--- config.mk ---
export PLATFORM = sky130hd
export DESIGN_NAME = dct_coefficient_vlc_decoder
export DESIGN_NICKNAME = d
export VERILOG_FILES = /design/src/vcd_pkg.sv /design/src/dct_coefficient_vlc_decoder.sv /design/src/vcd_align.sv /design/src/vcd_match.sv /design/src/vcd_resolve.sv
export SDC_FILE = /design/constraint.sdc
export NUM_CORES = 1
export LEC_CHECK = 0
export ABC_AREA = 1
export ABC_CLOCK_PERIOD_IN_PS = 5650
export BUFFER_PORTS_ARGS = -buffer_cell sky130_fd_sc_hd__buf_4
export CAP_MARGIN = 30
export CORE_MARGIN = 1.5
export CORE_UTILIZATION = 57
export CTS_CLUSTER_DIAMETER = 30
export CTS_CLUSTER_SIZE = 40
export DETAILED_ROUTE_END_ITERATION = 10
export PLACE_DENSITY_LB_ADDON = 0.3
export SLEW_MARGIN = 10
export SYNTH_ARGS = -nofsm -noshare
export SYNTH_HDL_FRONTEND = slang
export SYNTH_SLANG_ARGS = --single-unit
--- constraint.sdc ---
create_clock -name clk_i -period 5.65 [get_ports clk_i]
set_clock_uncertainty 0.1 [all_clocks]
set_input_delay 0.8475 -clock clk_i [delete_from_list [all_inputs] [get_ports clk_i]]
set_output_delay 0.8475 -clock clk_i [all_outputs]
set_load 0.05 [all_outputs]
--- src/vcd_pkg.sv ---
package vcd_pkg;

  // Command codes (tuser of the input stream)
  localparam logic [1:0] CMD_AC    = 2'd0;
  localparam logic [1:0] CMD_FIRST = 2'd1;
  localparam logic [1:0] CMD_EOB   = 2'd2;
  localparam logic [1:0] CMD_RSVD  = 2'd3;

  // Status codes (tuser of the output stream)
  localparam logic [1:0] ST_OK      = 2'd0;
  localparam logic [1:0] ST_MORE    = 2'd1;
  localparam logic [1:0] ST_NOMATCH = 2'd2;

  // Leading window bits that any decision can look at
  localparam int unsigned USE_BITS = 28;
  localparam int unsigned PFX_BITS = 16;
  localparam int unsigned VLC_CODES = 111;

  // Escape prefix 000001, the escape header and form lengths, and the MPEG-1 extension markers
  localparam logic [5:0] ESC_CODE  = 6'b000001;
  localparam logic [5:0] ESC_HDR   = 6'd12;
  localparam logic [5:0] ESC1_SHORT = 6'd20;
  localparam logic [5:0] ESC1_LONG  = 6'd28;
  localparam logic [5:0] ESC2_LEN   = 6'd24;
  localparam logic [7:0] ESC1_EXT_POS = 8'd0;
  localparam logic [7:0] ESC1_EXT_NEG = 8'd128;

  localparam int unsigned OUT_TDATA_W = 24;

  typedef struct packed {
    logic [4:0] len;
    logic [5:0] code;
    logic [4:0] run;
    logic [5:0] level;
  } vlc_entry_t;

  typedef struct packed {
    logic       hit;
    logic [4:0] len;
    logic [4:0] run;
    logic [5:0] level;
  } vlc_hit_t;

  typedef struct packed {
    logic [1:0]          cmd;
    logic [USE_BITS-1:0] win;
    logic [5:0]          avail;
    logic                mpeg1;
  } align_t;

  typedef struct packed {
    align_t   base;
    vlc_hit_t code;
    logic     esc;
  } match_t;

  // Result beat, run in the lowest bits
  typedef struct packed {
    logic              eob;
    logic [4:0]        consumed;
    logic signed [11:0] level;
    logic [5:0]        run;
  } result_t;

  // Table zero: length, code, run, level magnitude
  localparam vlc_entry_t VLC_TABLE [VLC_CODES] = '{
    '{5'd2, 6'h03, 5'd0, 6'd1},
    '{5'd3, 6'h03, 5'd1, 6'd1},
    '{5'd4, 6'h04, 5'd0, 6'd2}, '{5'd4, 6'h05, 5'd2, 6'd1},
    '{5'd5, 6'h05, 5'd0, 6'd3}, '{5'd5, 6'h07, 5'd3, 6'd1}, '{5'd5, 6'h06, 5'd4, 6'd1},
    '{5'd6, 6'h06, 5'd1, 6'd2}, '{5'd6, 6'h07, 5'd5, 6'd1},
    '{5'd6, 6'h05, 5'd6, 6'd1}, '{5'd6, 6'h04, 5'd7, 6'd1},
    '{5'd7, 6'h06, 5'd0, 6'd4}, '{5'd7, 6'h04, 5'd2, 6'd2},
    '{5'd7, 6'h07, 5'd8, 6'd1}, '{5'd7, 6'h05, 5'd9, 6'd1},
    '{5'd8, 6'h26, 5'd0, 6'd5}, '{5'd8, 6'h21, 5'd0, 6'd6},
    '{5'd8, 6'h25, 5'd1, 6'd3}, '{5'd8, 6'h24, 5'd3, 6'd2},
    '{5'd8, 6'h27, 5'd10, 6'd1}, '{5'd8, 6'h23, 5'd11, 6'd1},
    '{5'd8, 6'h22, 5'd12, 6'd1}, '{5'd8, 6'h20, 5'd13, 6'd1},
    '{5'd10, 6'h0A, 5'd0, 6'd7}, '{5'd10, 6'h0C, 5'd1, 6'd4},
    '{5'd10, 6'h0B, 5'd2, 6'd3}, '{5'd10, 6'h0F, 5'd4, 6'd2},
    '{5'd10, 6'h09, 5'd5, 6'd2}, '{5'd10, 6'h0E, 5'd14, 6'd1},
    '{5'd10, 6'h0D, 5'd15, 6'd1}, '{5'd10, 6'h08, 5'd16, 6'd1},
    '{5'd12, 6'h1D, 5'd0, 6'd8}, '{5'd12, 6'h18, 5'd0, 6'd9},
    '{5'd12, 6'h13, 5'd0, 6'd10}, '{5'd12, 6'h10, 5'd0, 6'd11},
    '{5'd12, 6'h1B, 5'd1, 6'd5}, '{5'd12, 6'h14, 5'd2, 6'd4},
    '{5'd12, 6'h1C, 5'd3, 6'd3}, '{5'd12, 6'h12, 5'd4, 6'd3},
    '{5'd12, 6'h1E, 5'd6, 6'd2}, '{5'd12, 6'h15, 5'd7, 6'd2},
    '{5'd12, 6'h11, 5'd8, 6'd2}, '{5'd12, 6'h1F, 5'd17, 6'd1},
    '{5'd12, 6'h1A, 5'd18, 6'd1}, '{5'd12, 6'h19, 5'd19, 6'd1},
    '{5'd12, 6'h17, 5'd20, 6'd1}, '{5'd12, 6'h16, 5'd21, 6'd1},
    '{5'd13, 6'h1A, 5'd0, 6'd12}, '{5'd13, 6'h19, 5'd0, 6'd13},
    '{5'd13, 6'h18, 5'd0, 6'd14}, '{5'd13, 6'h17, 5'd0, 6'd15},
    '{5'd13, 6'h16, 5'd1, 6'd6}, '{5'd13, 6'h15, 5'd1, 6'd7},
    '{5'd13, 6'h14, 5'd2, 6'd5}, '{5'd13, 6'h13, 5'd3, 6'd4},
    '{5'd13, 6'h12, 5'd5, 6'd3}, '{5'd13, 6'h11, 5'd9, 6'd2},
    '{5'd13, 6'h10, 5'd10, 6'd2}, '{5'd13, 6'h1F, 5'd22, 6'd1},
    '{5'd13, 6'h1E, 5'd23, 6'd1}, '{5'd13, 6'h1D, 5'd24, 6'd1},
    '{5'd13, 6'h1C, 5'd25, 6'd1}, '{5'd13, 6'h1B, 5'd26, 6'd1},
    '{5'd14, 6'h1F, 5'd0, 6'd16}, '{5'd14, 6'h1E, 5'd0, 6'd17},
    '{5'd14, 6'h1D, 5'd0, 6'd18}, '{5'd14, 6'h1C, 5'd0, 6'd19},
    '{5'd14, 6'h1B, 5'd0, 6'd20}, '{5'd14, 6'h1A, 5'd0, 6'd21},
    '{5'd14, 6'h19, 5'd0, 6'd22}, '{5'd14, 6'h18, 5'd0, 6'd23},
    '{5'd14, 6'h17, 5'd0, 6'd24}, '{5'd14, 6'h16, 5'd0, 6'd25},
    '{5'd14, 6'h15, 5'd0, 6'd26}, '{5'd14, 6'h14, 5'd0, 6'd27},
    '{5'd14, 6'h13, 5'd0, 6'd28}, '{5'd14, 6'h12, 5'd0, 6'd29},
    '{5'd14, 6'h11, 5'd0, 6'd30}, '{5'd14, 6'h10, 5'd0, 6'd31},
    '{5'd15, 6'h18, 5'd0, 6'd32}, '{5'd15, 6'h17, 5'd0, 6'd33},
    '{5'd15, 6'h16, 5'd0, 6'd34}, '{5'd15, 6'h15, 5'd0, 6'd35},
    '{5'd15, 6'h14, 5'd0, 6'd36}, '{5'd15, 6'h13, 5'd0, 6'd37},
    '{5'd15, 6'h12, 5'd0, 6'd38}, '{5'd15, 6'h11, 5'd0, 6'd39},
    '{5'd15, 6'h10, 5'd0, 6'd40}, '{5'd15, 6'h1F, 5'd1, 6'd8},
    '{5'd15, 6'h1E, 5'd1, 6'd9}, '{5'd15, 6'h1D, 5'd1, 6'd10},
    '{5'd15, 6'h1C, 5'd1, 6'd11}, '{5'd15, 6'h1B, 5'd1, 6'd12},
    '{5'd15, 6'h1A, 5'd1, 6'd13}, '{5'd15, 6'h19, 5'd1, 6'd14},
    '{5'd16, 6'h13, 5'd1, 6'd15}, '{5'd16, 6'h12, 5'd1, 6'd16},
    '{5'd16, 6'h11, 5'd1, 6'd17}, '{5'd16, 6'h10, 5'd1, 6'd18},
    '{5'd16, 6'h14, 5'd6, 6'd3}, '{5'd16, 6'h1A, 5'd11, 6'd2},
    '{5'd16, 6'h19, 5'd12, 6'd2}, '{5'd16, 6'h18, 5'd13, 6'd2},
    '{5'd16, 6'h17, 5'd14, 6'd2}, '{5'd16, 6'h16, 5'd15, 6'd2},
    '{5'd16, 6'h15, 5'd16, 6'd2}, '{5'd16, 6'h1F, 5'd27, 6'd1},
    '{5'd16, 6'h1E, 5'd28, 6'd1}, '{5'd16, 6'h1D, 5'd29, 6'd1},
    '{5'd16, 6'h1C, 5'd30, 6'd1}, '{5'd16, 6'h1B, 5'd31, 6'd1}
  };

  // Match the 16-bit prefix against every table code in parallel; codes are
  // prefix-free, so at most one entry hits.
  function automatic vlc_hit_t vlc_lookup(input logic [PFX_BITS-1:0] pfx);
    vlc_hit_t r;
    r = '0;
    for (int i = VLC_CODES - 1; i >= 0; i--) begin
      if ((pfx >> (5'd16 - VLC_TABLE[i].len)) == 16'(VLC_TABLE[i].code)) begin
        r.hit   = 1'b1;
        r.len   = VLC_TABLE[i].len;
        r.run   = VLC_TABLE[i].run;
        r.level = VLC_TABLE[i].level;
      end
    end
    return r;
  endfunction

endpackage

--- src/dct_coefficient_vlc_decoder.sv ---
// MPEG DCT coefficient decoder for table zero. Each input beat carries a
// command in tuser (AC coefficient, first coefficient, end-of-block test) and
// in tdata a bit window, first stream bit in the top position, with the count
// of leading valid bits; bits past that count are ignored and a count above
// the window width is clamped. Each input beat yields exactly one output
// beat: the status in tuser (decoded, need more bits, no matching code) and
// in tdata the run, the signed 12-bit level, the number of bits to advance
// (sign and escape fields included) and the end-of-block flag; every field
// is zero unless the status is decoded. The escape level format follows the
// one-bit mode register written through cfg_we_i / cfg_wdata_i (1 selects
// the MPEG-1 8/16-bit form, 0 the MPEG-2 12-bit form; reset 0); write it only
// while no beat is in flight. Throughput is one beat per clock while the output
// is not stalled. The three register stages are window clamp and mask,
// parallel code-table match on the 16-bit prefix, and sign/escape resolve,
// whose register drives the output port. Every stage has its own valid bit
// and takes a new beat whenever it is empty or its successor takes its beat,
// so a stalled output keeps accepting input until all three stages are full.
module dct_coefficient_vlc_decoder #(
  parameter int unsigned WINDOW_BITS = 32
) (
  input  logic                          clk_i,
  input  logic                          rst_ni,
  // Configuration: mode register
  input  logic                          cfg_we_i,
  input  logic                          cfg_wdata_i,
  // Input stream
  input  logic                          s_axis_tvalid_i,
  output logic                          s_axis_tready_o,
  // tdata: bit_window[WINDOW_BITS-1:0], bits_valid[5:0], zero fill
  input  logic [((WINDOW_BITS+6+7)/8)*8-1:0] s_axis_tdata_i,
  // tuser: cmd[1:0]
  input  logic [1:0]                    s_axis_tuser_i,
  // Output stream
  output logic                          m_axis_tvalid_o,
  input  logic                          m_axis_tready_i,
  // tdata: run_length[5:0], coeff_level[11:0], bits_consumed[4:0], is_eob
  output logic [vcd_pkg::OUT_TDATA_W-1:0] m_axis_tdata_o,
  // tuser: status[1:0]
  output logic [1:0]                    m_axis_tuser_o
);

  logic mpeg1_q;

  logic            align_valid, align_ready;
  vcd_pkg::align_t align_data;
  logic            match_valid, match_ready;
  vcd_pkg::match_t match_data;
  vcd_pkg::result_t result;

  // Hold the escape format until the next write
  always_ff @(posedge clk_i or negedge rst_ni) begin
    if (!rst_ni) begin
      mpeg1_q <= 1'b0;
    end else if (cfg_we_i) begin
      mpeg1_q <= cfg_wdata_i;
    end
  end

  // Stage 1: clamp the valid count and clear the invalid window bits
  vcd_align #(
    .WINDOW_BITS(WINDOW_BITS)
  ) u_align (
    .clk_i       (clk_i),
    .rst_ni      (rst_ni),
    .valid_i     (s_axis_tvalid_i),
    .ready_o     (s_axis_tready_o),
    .cmd_i       (s_axis_tuser_i),
    .bit_window_i(s_axis_tdata_i[WINDOW_BITS-1:0]),
    .bits_valid_i(s_axis_tdata_i[WINDOW_BITS+5:WINDOW_BITS]),
    .mpeg1_i     (mpeg1_q),
    .valid_o     (align_valid),
    .ready_i     (align_ready),
    .data_o      (align_data)
  );

  // Stage 2: match the prefix against the code table, detect escape
  vcd_match u_match (
    .clk_i  (clk_i),
    .rst_ni (rst_ni),
    .valid_i(align_valid),
    .ready_o(align_ready),
    .data_i (align_data),
    .valid_o(match_valid),
    .ready_i(match_ready),
    .data_o (match_data)
  );

  // Stage 3: apply sign, escape fields and bit-count checks
  vcd_resolve u_resolve (
    .clk_i   (clk_i),
    .rst_ni  (rst_ni),
    .valid_i (match_valid),
    .ready_o (match_ready),
    .data_i  (match_data),
    .valid_o (m_axis_tvalid_o),
    .ready_i (m_axis_tready_i),
    .status_o(m_axis_tuser_o),
    .result_o(result)
  );

  assign m_axis_tdata_o = result;

  // Fields are zero on any beat that is not decoded
  a_zero_unless_ok : assert property (@(posedge clk_i) disable iff (!rst_ni)
    (m_axis_tvalid_o && m_axis_tuser_o != vcd_pkg::ST_OK) |-> (result == '0))
    else $error("non-decoded beat carries field data");

  // An end-of-block hit never advances the stream
  a_eob_no_advance : assert property (@(posedge clk_i) disable iff (!rst_ni)
    (m_axis_tvalid_o && result.eob) |->
      (result.consumed == 5'd0 && result.run == 6'd0 && result.level == 12'sd0))
    else $error("end-of-block beat advances the stream");

  // A decoded coefficient takes at least a two-bit code
  a_min_advance : assert property (@(posedge clk_i) disable iff (!rst_ni)
    (m_axis_tvalid_o && result.consumed != 5'd0) |-> (result.consumed >= 5'd2))
    else $error("coefficient shorter than two bits");

  // Input stalls only when every stage is full and the output is held
  a_stall_full : assert property (@(posedge clk_i) disable iff (!rst_ni)
    !s_axis_tready_o |-> (m_axis_tvalid_o && !m_axis_tready_i
                          && align_valid && match_valid))
    else $error("input stalled with an empty stage");

endmodule

--- src/vcd_align.sv ---
module vcd_align #(
  parameter int unsigned WINDOW_BITS = 32
) (
  input  logic                   clk_i,
  input  logic                   rst_ni,
  input  logic                   valid_i,
  output logic                   ready_o,
  input  logic [1:0]             cmd_i,
  input  logic [WINDOW_BITS-1:0] bit_window_i,
  input  logic [5:0]             bits_valid_i,
  input  logic                   mpeg1_i,
  output logic                   valid_o,
  input  logic                   ready_i,
  output vcd_pkg::align_t        data_o
);

  localparam int unsigned AVAIL_MAX = (WINDOW_BITS > 63) ? 63 : WINDOW_BITS;

  logic            valid_q;
  vcd_pkg::align_t data_d, data_q;
  logic [5:0]      avail;

  // Clamp the valid count, then clear every leading bit past it
  always_comb begin
    avail = (bits_valid_i > 6'(AVAIL_MAX)) ? 6'(AVAIL_MAX) : bits_valid_i;
    data_d.cmd   = cmd_i;
    data_d.avail = avail;
    data_d.mpeg1 = mpeg1_i;
    for (int p = 0; p < vcd_pkg::USE_BITS; p++) begin
      data_d.win[vcd_pkg::USE_BITS-1-p] =
        bit_window_i[WINDOW_BITS-1-p] & (6'(p) < avail);
    end
  end

  assign ready_o = !valid_q || ready_i;

  always_ff @(posedge clk_i or negedge rst_ni) begin
    if (!rst_ni) begin
      valid_q <= 1'b0;
    end else if (ready_o) begin
      valid_q <= valid_i;
    end
  end

  always_ff @(posedge clk_i) begin
    if (ready_o && valid_i) begin
      data_q <= data_d;
    end
  end

  assign valid_o = valid_q;
  assign data_o  = data_q;

endmodule

--- src/vcd_match.sv ---
module vcd_match (
  input  logic            clk_i,
  input  logic            rst_ni,
  input  logic            valid_i,
  output logic            ready_o,
  input  vcd_pkg::align_t data_i,
  output logic            valid_o,
  input  logic            ready_i,
  output vcd_pkg::match_t data_o
);

  logic            valid_q;
  vcd_pkg::match_t data_d, data_q;

  always_comb begin
    data_d.base = data_i;
    data_d.code = vcd_pkg::vlc_lookup(
      data_i.win[vcd_pkg::USE_BITS-1 -: vcd_pkg::PFX_BITS]);
    data_d.esc  = (data_i.win[vcd_pkg::USE_BITS-1 -: 6] == vcd_pkg::ESC_CODE);
  end

  assign ready_o = !valid_q || ready_i;

  always_ff @(posedge clk_i or negedge rst_ni) begin
    if (!rst_ni) begin
      valid_q <= 1'b0;
    end else if (ready_o) begin
      valid_q <= valid_i;
    end
  end

  always_ff @(posedge clk_i) begin
    if (ready_o && valid_i) begin
      data_q <= data_d;
    end
  end

  assign valid_o = valid_q;
  assign data_o  = data_q;

endmodule

--- src/vcd_resolve.sv ---
module vcd_resolve (
  input  logic             clk_i,
  input  logic             rst_ni,
  input  logic             valid_i,
  output logic             ready_o,
  input  vcd_pkg::match_t  data_i,
  output logic             valid_o,
  input  logic             ready_i,
  output logic [1:0]       status_o,
  output vcd_pkg::result_t result_o
);

  logic             valid_q;
  logic [1:0]       status_d, status_q;
  vcd_pkg::result_t res_d, res_q;

  logic [1:0]       ac_status;
  vcd_pkg::result_t ac_res;
  logic [27:0]      win;
  logic [5:0]       avail;
  logic [4:0]       sign_pos;
  logic [7:0]       esc_n;
  logic [7:0]       esc_ext;

  assign win      = data_i.base.win;
  assign avail    = data_i.base.avail;
  assign sign_pos = 5'd27 - data_i.code.len;
  assign esc_n    = win[15:8];
  assign esc_ext  = win[7:0];

  // AC coefficient path: table code, escape, or no match
  always_comb begin
    ac_status = vcd_pkg::ST_NOMATCH;
    ac_res    = '0;
    if (data_i.code.hit) begin
      if (avail < 6'(data_i.code.len) + 6'd1) begin
        ac_status = vcd_pkg::ST_MORE;
      end else begin
        ac_status       = vcd_pkg::ST_OK;
        ac_res.run      = {1'b0, data_i.code.run};
        ac_res.level    = win[sign_pos] ? 12'sd0 - $signed(12'(data_i.code.level))
                                        : $signed(12'(data_i.code.level));
        ac_res.consumed = data_i.code.len + 5'd1;
      end
    end else if (data_i.esc) begin
      ac_res.run = win[21:16];
      if (avail < vcd_pkg::ESC_HDR) begin
        ac_status = vcd_pkg::ST_MORE;
      end else if (data_i.base.mpeg1) begin
        if (avail < vcd_pkg::ESC1_SHORT) begin
          ac_status = vcd_pkg::ST_MORE;
        end else if (esc_n == vcd_pkg::ESC1_EXT_POS || esc_n == vcd_pkg::ESC1_EXT_NEG) begin
          if (avail < vcd_pkg::ESC1_LONG) begin
            ac_status = vcd_pkg::ST_MORE;
          end else begin
            ac_status       = vcd_pkg::ST_OK;
            ac_res.level    = (esc_n == vcd_pkg::ESC1_EXT_POS) ? $signed({4'h0, esc_ext})
                                                             : $signed({4'hF, esc_ext});
            ac_res.consumed = 5'(vcd_pkg::ESC1_LONG);
          end
        end else begin
          ac_status       = vcd_pkg::ST_OK;
          ac_res.level    = $signed({{4{esc_n[7]}}, esc_n});
          ac_res.consumed = 5'(vcd_pkg::ESC1_SHORT);
        end
      end else begin
        if (avail < vcd_pkg::ESC2_LEN) begin
          ac_status = vcd_pkg::ST_MORE;
        end else begin
          ac_status       = vcd_pkg::ST_OK;
          ac_res.level    = $signed(win[15:4]);
          ac_res.consumed = 5'(vcd_pkg::ESC2_LEN);
        end
      end
    end else if (avail < (win[27] ? 6'd2 : 6'd12)) begin
      ac_status = vcd_pkg::ST_MORE;
    end
    if (ac_status != vcd_pkg::ST_OK) begin
      ac_res = '0;
    end
  end

  // Command select; drop all fields unless decoded
  always_comb begin
    status_d = vcd_pkg::ST_NOMATCH;
    res_d    = '0;
    unique case (data_i.base.cmd)
      vcd_pkg::CMD_AC: begin
        status_d = ac_status;
        res_d    = ac_res;
      end
      vcd_pkg::CMD_FIRST: begin
        if (avail < 6'd1) begin
          status_d = vcd_pkg::ST_MORE;
        end else if (win[27]) begin
          if (avail < 6'd2) begin
            status_d = vcd_pkg::ST_MORE;
          end else begin
            status_d       = vcd_pkg::ST_OK;
            res_d.level    = win[26] ? -12'sd1 : 12'sd1;
            res_d.consumed = 5'd2;
          end
        end else begin
          status_d = ac_status;
          res_d    = ac_res;
        end
      end
      vcd_pkg::CMD_EOB: begin
        if (avail < 6'd2) begin
          status_d = vcd_pkg::ST_MORE;
        end else begin
          status_d  = vcd_pkg::ST_OK;
          res_d.eob = (win[27:26] == 2'b10);
        end
      end
      vcd_pkg::CMD_RSVD: begin
        status_d = vcd_pkg::ST_NOMATCH;
      end
      default: begin
        status_d = vcd_pkg::ST_NOMATCH;
      end
    endcase
  end

  assign ready_o = !valid_q || ready_i;

  always_ff @(posedge clk_i or negedge rst_ni) begin
    if (!rst_ni) begin
      valid_q <= 1'b0;
    end else if (ready_o) begin
      valid_q <= valid_i;
    end
  end

  always_ff @(posedge clk_i) begin
    if (ready_o && valid_i) begin
      status_q <= status_d;
      res_q    <= res_d;
    end
  end

  assign valid_o  = valid_q;
  assign status_o = status_q;
  assign result_o = res_q;

endmodule
==> Word-level counts from Yosys, hierarchy flattened <==
Cells that the tools add are included.
{ "word_totals": {"register_bits": 122, "inputBits": 48, "elab_cells": 393} }
{ "op_classes": {"n_addsub": 4, "n_lt_le_gt_ge": 38, "n_eq_ne": 117, "muxes": 148, "bitwise": 28, "reduce_logical": 25} }
{ "op_table": {"columns": ["cell", "count"], "rows": [
  ["$mux W15", 80],
  ["$eq A16 B5 Y1 const B", 16],
  ["$eq A15 B5 Y1 const B", 16],
  ["$mux W16", 15],
  ["$eq A14 B5 Y1 const B", 16],
  ["$eq A13 B5 Y1 const B", 16],
  ["$mux W14", 14],
  ["$eq A12 B5 Y1 const B", 16],
  ["$mux W17", 8],
  ["$reduce_or A110 Y1", 1],
  ["$reduce_or A95 Y1", 1],
  ["$mux W23", 4],
  ["$eq A10 B4 Y1 const B", 8],
  ["$reduce_or A79 Y1", 1],
  ["$lt A5 B6 Y1 const A", 12],
  ["$eq A8 B6 Y1 const B", 8],
  ["$reduce_or A63 Y1", 1],
  ["$lt A4 B6 Y1 const A", 8],
  ["$mux W12", 4],
  ["$pmux W23 S2", 1],
  ["$reduce_or A31 Y1", 1],
  ["$reduce_or A30 Y1", 1],
  ["$and A1 B1 Y1", 28],
  ["$eq A7 B3 Y1 const B", 4],
  ["42 further kinds", 80]
]} }

==> Longest topological paths before layout <==
Gate-level depths: netlist of the first run.
{ "logic_depth": {"depth_word": 111, "depth_mapped": 24, "depth_no_buf": 23} }

==> Modules after synthesis <==
A second synthesis of the first run with hierarchy kept.
{ "unflattened": {"cells_unflattened": 1071, "area_unflattened_um2": 8333.0} }
{ "modules_own_cells": {"columns": ["mod", "instances", "cells_each", "area_each_um2", "seq_area_each_um2"], "rows": [
  ["vcd_match", 1, 558, 4113.9, 1676.6],
  ["vcd_resolve", 1, 358, 2506.2, 805.8],
  ["vcd_align", 1, 150, 1672.9, 1136.1],
  ["dct_coefficient_vlc_decoder", 1, 5, 40.0, 25.0]
]} }

==> Worst setup path after synthesis of the first run <==
No wires, ideal clock.
{ "synth_timing": {"kind": "reg-to-reg", "startpoint": "register u_match.data_q, in the netlist u_match.data_o[12]", "endpoint": "register u_resolve.res_q, in the netlist u_resolve.result_o[17], data pin", "arrival_time_ns": 2.648, "required_time_ns": 5.403, "path_slack_ns": 2.755, "stages_incl_launch_ff": 16, "cell_sequence": "edfxtp_1 -> buf_2 -> clkbuf_1 -> nand3_1 -> nand3b_1 -> ha_1 -> nand2_1 -> o21a_1 -> nand2_1 -> inv_1 -> nor2_1 -> inv_1 -> o21ai_0 -> a21boi_1 -> o21ai_0 -> a21oi_1"} }
{ "synth_rtl": {"columns": ["element", "line", "rtl"], "rows": [
  ["start, declared", "vcd_match.sv:13", "vcd_pkg::match_t data_d, data_q;"],
  ["start signal, assigned", "vcd_match.sv:34", "data_q <= data_d;"],
  ["end signal, assigned", "vcd_resolve.sv:138", "res_q <= res_d;"],
  ["end, declared", "vcd_resolve.sv:15", "vcd_pkg::result_t res_d, res_q;"]
]} }

==> Worst setup path in the final report of the first run <==
{ "layout_timing": {"startpoint": "register u_align.data_q, in the netlist u_align.data_o[28]", "endpoint": "register u_match.data_q, in the netlist u_match.data_o[2], data pin"} }
{ "layout_via": {"elab_chain_len": 109} }
{ "layout_lines": {"columns": ["element", "line", "rtl"], "rows": [
  ["start, declared", "vcd_align.sv:20", "vcd_pkg::align_t data_d, data_q;"],
  ["start signal, assigned", "vcd_align.sv:47", "data_q <= data_d;"],
  ["$eq A16 B5 Y1", "vcd_pkg.sv:131", "if ((pfx >> (5'd16 - VLC_TABLE[i].len)) == 16'(VLC_TABLE[i].code)) begin"],
  ["$mux W16 (15 in a row)", "vcd_pkg.sv:131", null],
  ["$mux W15 (80 in a row)", "vcd_pkg.sv:131", null],
  ["$mux W14 (3 in a row)", "vcd_pkg.sv:131", null],
  ["$mux W14 (*) (10 in a row)", "vcd_pkg.sv:131", null]
]} }
Mark *: on every way between the ends. The rest lies on a longest branch, timed or not.
A chain may end at the register's enable or synchronous reset.

==> impl_metrics.toml, run 1 <==
[outcome]
status = "finished, final reports clean"

[clock_tree]
ctsResizeCount = 0
cts_tree = "yes"
clk_latency_ps = 420
clock_path_buffers = 2
cts_root_buf = "clkbuf_16"
clkSlewWorstSetupHoldPaths_ps = 60
clock_sinks = 122
ctsHoldBuffers = 0
cts_buffers = 17
post_cts_buffers = 0
htree_num_levels = 4

[layout]
fillers = 1160
antenna_cells = 0
final_cells = 1290
fin_nets = 1156
multiInputGateArea_mm2 = 0.00367
layout-drive-gt1-share_pct = 12.3
syn_to_final_growth_pct = 15.4
regArea_mm2 = 0.00364

[global_routing]
grt_use_total_pct = 34.7
grt_max_degree = 56
overflow = 0
antenna_found_initial = 0
grt_pass1_wl_mm = 38.9
grt_pass1_vias = 7361

[critical_path]
path_cells = "nor2_2, nand2_4, nor2_8, inv_2, nor2_1, nand3_1, nand2_1, nor2_1, nand3_1, a2111oi_0, nand4_1, nor2_1, nand3_1, nor3_1, nand4_1, nor3_1, nand4_1"
start_kind = "flip-flop"
path_max_fanout = 12
required_ps = 5700
cp.arrival_ps = 3900
critPathBufInv = 1
cp_top_family = "simple AND/OR/NAND/NOR gates"
critical_path.slowest_cell = "edfxtp_1"
crit_type = "reg2reg"
cp-end-kind = "flip-flop"
cp_slowest_stage_delay_ps = 740

[routing]
avgRoutedWirePerCell_um = 19.1
ant_nets = 0
routed_wl_mm = 24.6
drt_iter0_drc = 1007
vias = 7884
drc = 0
post_drt_via_cell_ratio = 6.11
first_pass_iters = 7

[flow_run]
cap_violations = 0

[placed_design]
io_buffer_count = 69
dp_cells = 1258
pre_cts_slack_ps = 2010
gp_congestion = 1.01
dp_hpwl_mm = 18.8

[pwr]
p_leak_nw = 4.07
p_per_area_mw_per_mm2 = 347
ir_drop_uv = 201
finalPower_mw = 3.22

[logic_synthesis]
ys_warn_count = 0
syn-cell-area_mm2 = 0.00804
synth-edff-count = 118
yosysUniqueCellTypes = 52
ys_seq_area_share_pct = 45.3
synth_top_area_share_pct = 44.1
syn_area_per_cell_um2 = 7.85
synth_seq_cells = 122
netlist_instances = 1024
synth.area.top_cells = "edfxtp_1 44%, nor2_1 8.2%, nand2_1 7.4%"
synth_top_area_cell = "edfxtp_1"
synthFlopType = "edfxtp_1"
syn_nets = 1083
synthArstFlopShare_pct = 3.28

[hold_path]
hp-class = "in2async"

[sta]
setup_violations = 0
hold_violations = 0
tns_ps = 0
rsz0062_at_grt = "no"
finalCritPeriodShare_pct = 68.1
setup_ws_ps = 1800
tightest_slew_ps = 730
fmax_mhz = 260
slew_violations = 0
period_minus_slack_ps = 3850
relSlewSlack_pct = 50.1

[floorplan]
rows = 43
initial_core_util_pct = 58.2
die_area_mm2 = 0.0148
coreArea_mm2 = 0.0138
die_h_um = 122
io_pins = 76
dieWidth_um = 122
## cells in the final DEF (no fill, tap or decap), drive strengths merged, types with 5 or more instances in the layout
cell type | synthesis | layout
o21a | 5 | 5
nor2 | 187 | 187
a21oi | 45 | 45
clkinv | 4 | 10
nand3 | 50 | 50
a211oi | 9 | 9
edfxtp | 118 | 118
nor3 | 29 | 29
a221oi | 5 | 5
clkbuf | 8 | 17
ha | 11 | 11
nand2 | 165 | 165
o211ai | 20 | 20
buf | 10 | 72
a2111oi | 8 | 8
nand4 | 30 | 30
o21ai | 87 | 87
nor4 | 18 | 18
nand3b | 8 | 8
inv | 165 | 170
## path summary, 6_finish.rpt
check	startpoint	endpoint	slack [ps]	cells past startpoint
worst max-delay path	u_align.data_o[28]	u_match.data_o[2]	1800	17
worst min-delay path	rst_ni	u_match.valid_o	110	1
worst max register to register	u_align.data_o[28]	u_match.data_o[2]	1800	17
worst min register to register	u_align.data_o[16]	u_match.data_o[34]	310	0
max in group asynchronous	rst_ni	mpeg1_q	5230	1
min in group clk_i	u_align.data_o[16]	u_match.data_o[34]	310	0
## Yosys cell counts, types with 6 or more instances
master / instances
edfxtp_1: 118
nand4_1: 30
ha_1: 11
nor2_2: 6
a21oi_1: 44
nor4_1: 18
nand3_1: 49
o21ai_0: 85
nand3b_1: 8
clkbuf_1: 8
nor3_1: 29
a2111oi_0: 8
nor2_1: 175
inv_2: 9
o211ai_1: 20
nand2_1: 159
inv_1: 156
buf_2: 6
a211oi_1: 9
## through the flow
stage / utilization, % / hold WS [ps] / instance area, um^2
finish: 67.1 / 112 / 9280
global route: 67.1 / 111 / 9280
CTS: 67.1 / 109 / 9280
detailed placement: 63.0 / 305 / 8710
global placement: 63.0 / 302 / 8710
floorplan: - / 300 / 8040
## power breakdown
group	switching [mW]	leakage (nW)	internal, mW
logic	0.597	2.58	0.242
registers	0.144	1.21	1.20
clock network	0.425	0.274	0.612
## cell families after synthesis
group / synth area share [%]
AND/OR/NAND/NOR: 27.8
AO/OA/AOI/OAI: 15.4
buffers and inverters: 9.15
flip-flops: 45.3
adder cells (fa/ha/maj): 1.71
XOR/XNOR: 0.545
multiplexers: 0.140
## state kept, by name (all words and copies together), names as in the netlist
register and flops:
u_match.data_o 55, u_resolve.valid_o 1, mpeg1_q 1, u_resolve.result_o 24, u_align.data_o 37, u_resolve.status_o 2
u_align.valid_o 1, u_match.valid_o 1
## layout make-up
class,instances,area share (%)
clock buffers,17,4.58
clock inverters,15,1.54
inverters,169,6.84
multi-input cells,715,39.5
flip-flops and latches,122,39.3
well taps,180,2.43
repair buffers,72,5.83
## routing by layer
layer	GRT usage (%)	vias up	routed length, um
met5	0	-	0
met2	53.7	516	10900
met3	6.65	66	2530
li1	-	3702	-
met4	14.0	0	853
met1	48.3	3600	10300
## worst reg2reg max path, stage by stage (launching register included)
cell       delay, ps
edfxtp_1         740
nor2_2           120
nand2_4          130
nor2_8            60
inv_2            190
nor2_1           150
nand3_1          160
nand2_1          100
nor2_1           100
nand3_1          110
a2111oi_0        390
nand4_1          180
nor2_1           150
nand3_1           90
nor3_1           250
nand4_1          170
nor3_1           230
nand4_1          140
Note: power is estimated with default switching activity, not from simulation.
==> run 2: changes to the inputs <==
--- a/config.mk
+++ b/config.mk
@@ -5,12 +5,12 @@
 export SDC_FILE = /design/constraint.sdc
 export NUM_CORES = 1
 export LEC_CHECK = 0
-export ABC_AREA = 1
-export ABC_CLOCK_PERIOD_IN_PS = 5650
+export ABC_AREA = 0
+export ABC_CLOCK_PERIOD_IN_PS = 3300
 export BUFFER_PORTS_ARGS = -buffer_cell sky130_fd_sc_hd__buf_4
 export CAP_MARGIN = 30
 export CORE_MARGIN = 1.5
-export CORE_UTILIZATION = 57
+export CORE_UTILIZATION = 54
 export CTS_CLUSTER_DIAMETER = 30
 export CTS_CLUSTER_SIZE = 40
 export DETAILED_ROUTE_END_ITERATION = 10
==> constraint.sdc (replaced) <==
create_clock -name clk_i -period 3.3 [get_ports clk_i]
set_clock_uncertainty 0.1 [all_clocks]
set_input_delay 0.495 -clock clk_i [delete_from_list [all_inputs] [get_ports clk_i]]
set_output_delay 0.495 -clock clk_i [all_outputs]
set_load 0.05 [all_outputs]
==> run 2 against run 1 <==
Effect of this change: non-clock buffer count increased by 39; sequential power up 51%; cell count fell by 19%; combinational power grew 22%; wire length is 5.7% lower; largest power group unchanged.
==> impl_metrics.toml, run 2 <==
[routing]
ant_nets = 0
wl_met1_mm = 9.29
routed_wl_mm = 23.2
drt_iter0_drc = 739
top_layer = "met4"
avgRoutedWirePerCell_um = 22.3
post_drt_via_cell_ratio = 6.61
drc = 0
first_pass_iters = 6
dr_wl_met3_mm = 1.78
dr_wl_met2_mm = 11.0
vias = 6879

[sta]
fmax_mhz = 340
tns_ps = 0
slew_violations = 0
finalCritPeriodShare_pct = 89.0
tightest_slew_ps = 788
period_minus_slack_ps = 2940
relSlewSlack_pct = 47.2
setup_violations = 0
rsz0062_at_grt = "no"
hold_violations = 0

[critical_path]
cp_top_family = "simple AND/OR/NAND/NOR gates"
critPathBufInv = 0
required_ps = 3480
start_kind = "flip-flop"
cp.arrival_ps = 3120
cp_slowest_stage_delay_ps = 560
cp-end-kind = "flip-flop"
path_max_fanout = 7
path_cells = "ha_1, nand2_1, xor2_1, ha_1, o21a_1, o21ai_0, a21oi_1, nand2_1, or4_1, nand3_1"
critical_path.slowest_cell = "or4_1"
crit_type = "reg2reg"

[clock_tree]
clkSlewWorstSetupHoldPaths_ps = 60
clock_path_buffers = 2
cts_root_buf = "clkbuf_16"
cts_buffers = 17
cts_tree = "yes"
clock_sinks = 122
clk_latency_ps = 420
post_cts_buffers = 0
htree_num_levels = 4

[placed_design]
io_buffer_count = 69
gp_congestion = 0.995
dp_hpwl_mm = 17.1

[flow_run]
cap_violations = 0

[global_routing]
grt_max_degree = 56
grt_use_total_pct = 32.3
antenna_found_initial = 1
grt_pass1_vias = 6568
grt_pass1_wl_mm = 36.3
overflow = 0

[layout]
largest_reg_flops = 55
layout-drive-gt1-share_pct = 18.8
fin_util_pct = 65.0
syn_to_final_growth_pct = 17.3
mostFrequentLayoutCells = "118 x edfxtp_1, 110 x buf_4, 60 x nor2_1, 56 x nand2_1, 53 x a21oi_1"
fin_nets = 906
final_common_cell = "edfxtp_1"

[outcome]
status = "finished, final reports clean"

[logic_synthesis]
synth_top_area_share_pct = 45.9
synth.area.top_cells = "edfxtp_1 46%, a21oi_1 3.4%, nor2_1 2.9%"
syn_nets = 844
ys_warn_count = 0
syn-cell-area_mm2 = 0.00772
synth_commonest_cells = "118 x edfxtp_1, 60 x nor2_1, 56 x nand2_1"
yosysUniqueCellTypes = 86
synthFlopType = "edfxtp_1"
synth_seq_cells = 122
post-synth-top-count-cell = "edfxtp_1"
synthArstFlopShare_pct = 3.28
synth-edff-count = 118
netlist_instances = 785
synth_top_area_cell = "edfxtp_1"
ys_seq_area_share_pct = 47.2
syn_area_per_cell_um2 = 9.83

[floorplan]
rows = 43
initial_core_util_pct = 55.4
die_h_um = 123
coreArea_mm2 = 0.0139
dieWidth_um = 123
die_area_mm2 = 0.0150
io_pins = 76

[pwr]
ir_drop_uv = 336
p_per_area_mw_per_mm2 = 532
finalPower_mw = 4.82
p_leak_nw = 3.34

[hold_path]
hp-class = "in2reg"
-- run 2: cell type report --
class	count	area [um^2]
inverter	21	78.8
timing repair buffer	111	836
clock inverter	13	133
multi-input combinational	574	3690
sequential	122	3640
fill	1114	4880
clock buffer	19	443
tap	180	225
antenna	1	2.50
-- run 2: timing repair --
action	CTS	global route
resized for setup	0	1
hold endpoints to repair	4	0
endpoints found under the setup margin	0	2
hold buffers	1	0
-- run 2: cell families after synthesis --
group                      synth area share (%)
AOI/OAI and AO/OA                          21.3
muxes                                      2.58
xor gates and xnor gates                   1.25
buffers and inverters                      4.98
DFF                                        47.2
and+or+nand+nor                            20.9
adders and majority gates                  1.78
-- run 2: final timing paths --
check                                   startpoint                endpoint  slack, ps  depth (start not counted)
worst max-delay path            u_match.data_o[12]  u_resolve.result_o[11]        360                         10
worst min-delay path             s_axis_tuser_i[1]      u_align.data_o[36]        160                          1
worst max register to register  u_match.data_o[12]  u_resolve.result_o[11]        360                         10
worst min register to register  u_align.data_o[15]      u_match.data_o[33]        320                          0
max in group asynchronous                   rst_ni         u_match.valid_o       2680                          2
min in group asynchronous                   rst_ni                 mpeg1_q        310                          2
-- run 2: report_power, final --
| part | switching (mW) | internal [mW] |
|---|---|---|
| sequential | 0.134 | 1.89 |
| clock | 0.704 | 1.07 |
| combinational | 0.650 | 0.367 |
| total | 1.49 | 3.33 |
-- run 2: routing by layer --
metal | vias up | global-route usage [%]
li1 | 3144 | -
met2 | 397 | 52.3
met3 | 79 | 6.23
met1 | 3259 | 40.9
met5 | - | 0
met4 | 0 | 17.8
-- run 2: per-stage QoR --
stage | hold slack (ps) | worst slack [ps] | cell area [um^2] | std cells
after floorplan | 99.4 | 420 | 7720 | 785
after global placement | 194 | 227 | 8460 | 1006
after detailed placement | 198 | 317 | 8470 | 1007
after CTS | 141 | 289 | 9050 | 1040
after global routing | 142 | 106 | 9050 | 1040
final | 156 | 362 | 9060 | 1041
==> run 3: changes to the inputs <==
--- a/config.mk
+++ b/config.mk
@@ -8,7 +8,7 @@
 export ABC_AREA = 0
 export ABC_CLOCK_PERIOD_IN_PS = 3300
 export BUFFER_PORTS_ARGS = -buffer_cell sky130_fd_sc_hd__buf_4
-export CAP_MARGIN = 30
+export CAP_MARGIN = 10
 export CORE_MARGIN = 1.5
 export CORE_UTILIZATION = 54
 export CTS_CLUSTER_DIAMETER = 30
@@ -18,4 +18,5 @@
 export SLEW_MARGIN = 10
 export SYNTH_ARGS = -nofsm -noshare
 export SYNTH_HDL_FRONTEND = slang
+export SYNTH_HIERARCHICAL = 1
 export SYNTH_SLANG_ARGS = --single-unit
==> run 3 against run 2 <==
Effect of this change: combinational power about the same; global-route usage shrank 1.1 points; critical path depth is 2 lower; synthesized cell count down 5.1%; utilization about the same; via count decreased by 2.6%; sequential power is essentially flat; hold slack better by 7.4 ps; critical path type unchanged.
==> impl_metrics.toml, run 3 <==
[outcome]
status = "finished, final reports clean"

[critical_path]
path_max_fanout = 14
r2r_slack_ps = 270
crit_type = "reg2reg"
start_kind = "flip-flop"
cp-end-kind = "flip-flop"
required_ps = 3420
cp.arrival_ps = 3160

[pwr]
ir_drop_uv = 336
p_leak_nw = 3.28
p_per_area_mw_per_mm2 = 535

[logic_synthesis]
syn_nets = 804
synth_top_area_cell = "edfxtp_1"
post-synth-top-count-cell = "edfxtp_1"
ys_seq_area_share_pct = 47.5
synth_seq_cells = 122
synth.area.top_cells = "edfxtp_1 46%, nor2_1 2.9%, a21oi_1 2.7%"
synth_top_area_share_pct = 46.2
syn_area_per_cell_um2 = 10.3
synthArstFlopShare_pct = 3.28
ys_warn_count = 6
yosysUniqueCellTypes = 88
synthFlopType = "edfxtp_1"
netlist_instances = 745
syn-cell-area_mm2 = 0.00766
synth_commonest_cells = "118 x edfxtp_1, 59 x nor2_1, 51 x nand2_1"
synth-edff-count = 118

[layout]
mostFrequentLayoutCells = "118 x edfxtp_1, 108 x buf_4, 59 x nor2_1, 51 x nand2_1, 42 x a21oi_1"
layout-drive-gt1-share_pct = 20.3
final_common_cell = "edfxtp_1"
antenna_cells = 0
final_cells = 1014
syn_to_final_growth_pct = 17.6
fin_util_pct = 64.9
largest_reg_flops = 55
fin_nets = 880

[routing]
post_drt_via_cell_ratio = 6.61
drt_iter0_drc = 808
first_pass_iters = 5
avgRoutedWirePerCell_um = 22.2
vias = 6703
routed_wl_mm = 22.5
drc = 0
ant_nets = 0

[sta]
setup_violations = 0
rsz0062_at_grt = "no"
relSlewSlack_pct = 44.3
tightest_slew_ps = 835
slew_violations = 0
tns_ps = 0
fmax_mhz = 330
holdWs_ps = 164
hold_violations = 0
setup_ws_ps = 267
finalCritPeriodShare_pct = 91.9
period_minus_slack_ps = 3030

[floorplan]
dieWidth_um = 122
rows = 43
die_h_um = 122
initial_core_util_pct = 55.2
die_area_mm2 = 0.0149
coreArea_mm2 = 0.0139
io_pins = 76

[clock_tree]
clock_sinks = 122
clock_path_buffers = 2
cts_root_buf = "clkbuf_16"
post_cts_buffers = 0
ctsResizeCount = 0
clkSlewWorstSetupHoldPaths_ps = 60
htree_num_levels = 4
ctsHoldBuffers = 1
cts_tree = "yes"
clk_latency_ps = 410
cts_buffers = 17

[flow_run]
cap_violations = 0

[hold_path]
hp-class = "in2reg"

[placed_design]
dp_cells = 981
io_buffer_count = 69
pre_cts_slack_ps = 349
dp_hpwl_mm = 17.0
gp_congestion = 1.08

[global_routing]
grt_max_degree = 52
overflow = 0
grt_pass1_vias = 6257
grt_use_total_pct = 31.2
antenna_found_initial = 0
grt_pass1_wl_mm = 34.8
==> run 3: cell types whose count changed after synthesis, moves of 6 or more <==
| cell | before | now |
|---|---|---|
| a41oi_1 | 7 | 1 |
| o2111ai_1 | 1 | 8 |
| buf_2 | 19 | 12 |
| o311a_1 | 0 | 9 |
| a21oi_1 | 53 | 42 |
| mux2i_1 | 6 | 13 |
| nand2b_1 | 27 | 19 |
| o21ai_0 | 42 | 32 |
| clkbuf_1 | 37 | 29 |
| a21boi_0 | 15 | 9 |
==> run 3: worst paths after layout <==
path                            cells after the start          startpoint                    end
worst max-delay path                                8  u_match/data_o[13]  u_resolve/result_o[7]
worst min-delay path                                1   s_axis_tuser_i[1]     u_align/data_o[36]
worst max register to register                      8  u_match/data_o[13]  u_resolve/result_o[7]
worst min register to register                      0  u_align/data_o[12]     u_match/data_o[30]
max in group asynchronous                           2              rst_ni      u_resolve/valid_o
min in group asynchronous                           2              rst_ni        u_align/valid_o
==> run 3: power breakdown <==
part | internal, mW | total, mW | switching, mW
Sequential | 1.89 | 2.04 | 0.148
Combinational | 0.375 | 1.03 | 0.651
Clock | 1.06 | 1.76 | 0.707
==> run 3: cell families after synthesis <==
kind of cell             Yosys count  share of synthesized area, %
multiplexers                      16                          2.33
flip-flops                       122                          47.5
AO/OA/AOI/OAI                    233                          22.4
AND/OR/NAND/NOR                  273                          19.5
adder cells (fa/ha/maj)           11                          1.80
XOR/XNOR                          14                          1.60
buffers and inverters             76                          4.82
==> run 3: layout make-up <==
class,instances,area [um^2]
Inverter,23,86.3
Clock inverter,14,136
Fill cell,1090,4870
Multi-Input combinational cell,547,3650
Clock buffer,18,429
Timing Repair Buffer,110,841
Tap cell,180,225
Sequential cell,122,3640
==> run 3: worst max-delay path, stage by stage, from the launching register on <==
cell      delay [ps]
edfxtp_1         390
buf_4            230
and3_1           230
xnor2_1          150
ha_1             290
nand4_1          130
o32ai_2          770
nand2_1          270
o211ai_1         270
==> run 3: through the flow <==
stage | cell area [um^2] | power (mW)
after floorplan | 7660 | 2.73
after CTS | 9010 | 4.82
after global placement | 8440 | 3.04
final | 9010 | 4.83
after detailed placement | 8440 | 3.07
after global routing | 9010 | 5.00
==> run 3: metal layers <==
layer / GRT usage [%] / vias up / wire length (um)
li1: - / 3053 / -
met1: 43.8 / 3158 / 9500
met2: 48.1 / 439 / 10200
met3: 5.81 / 53 / 2100
met4: 12.3 / 0 / 656
met5: 0 / - / 0
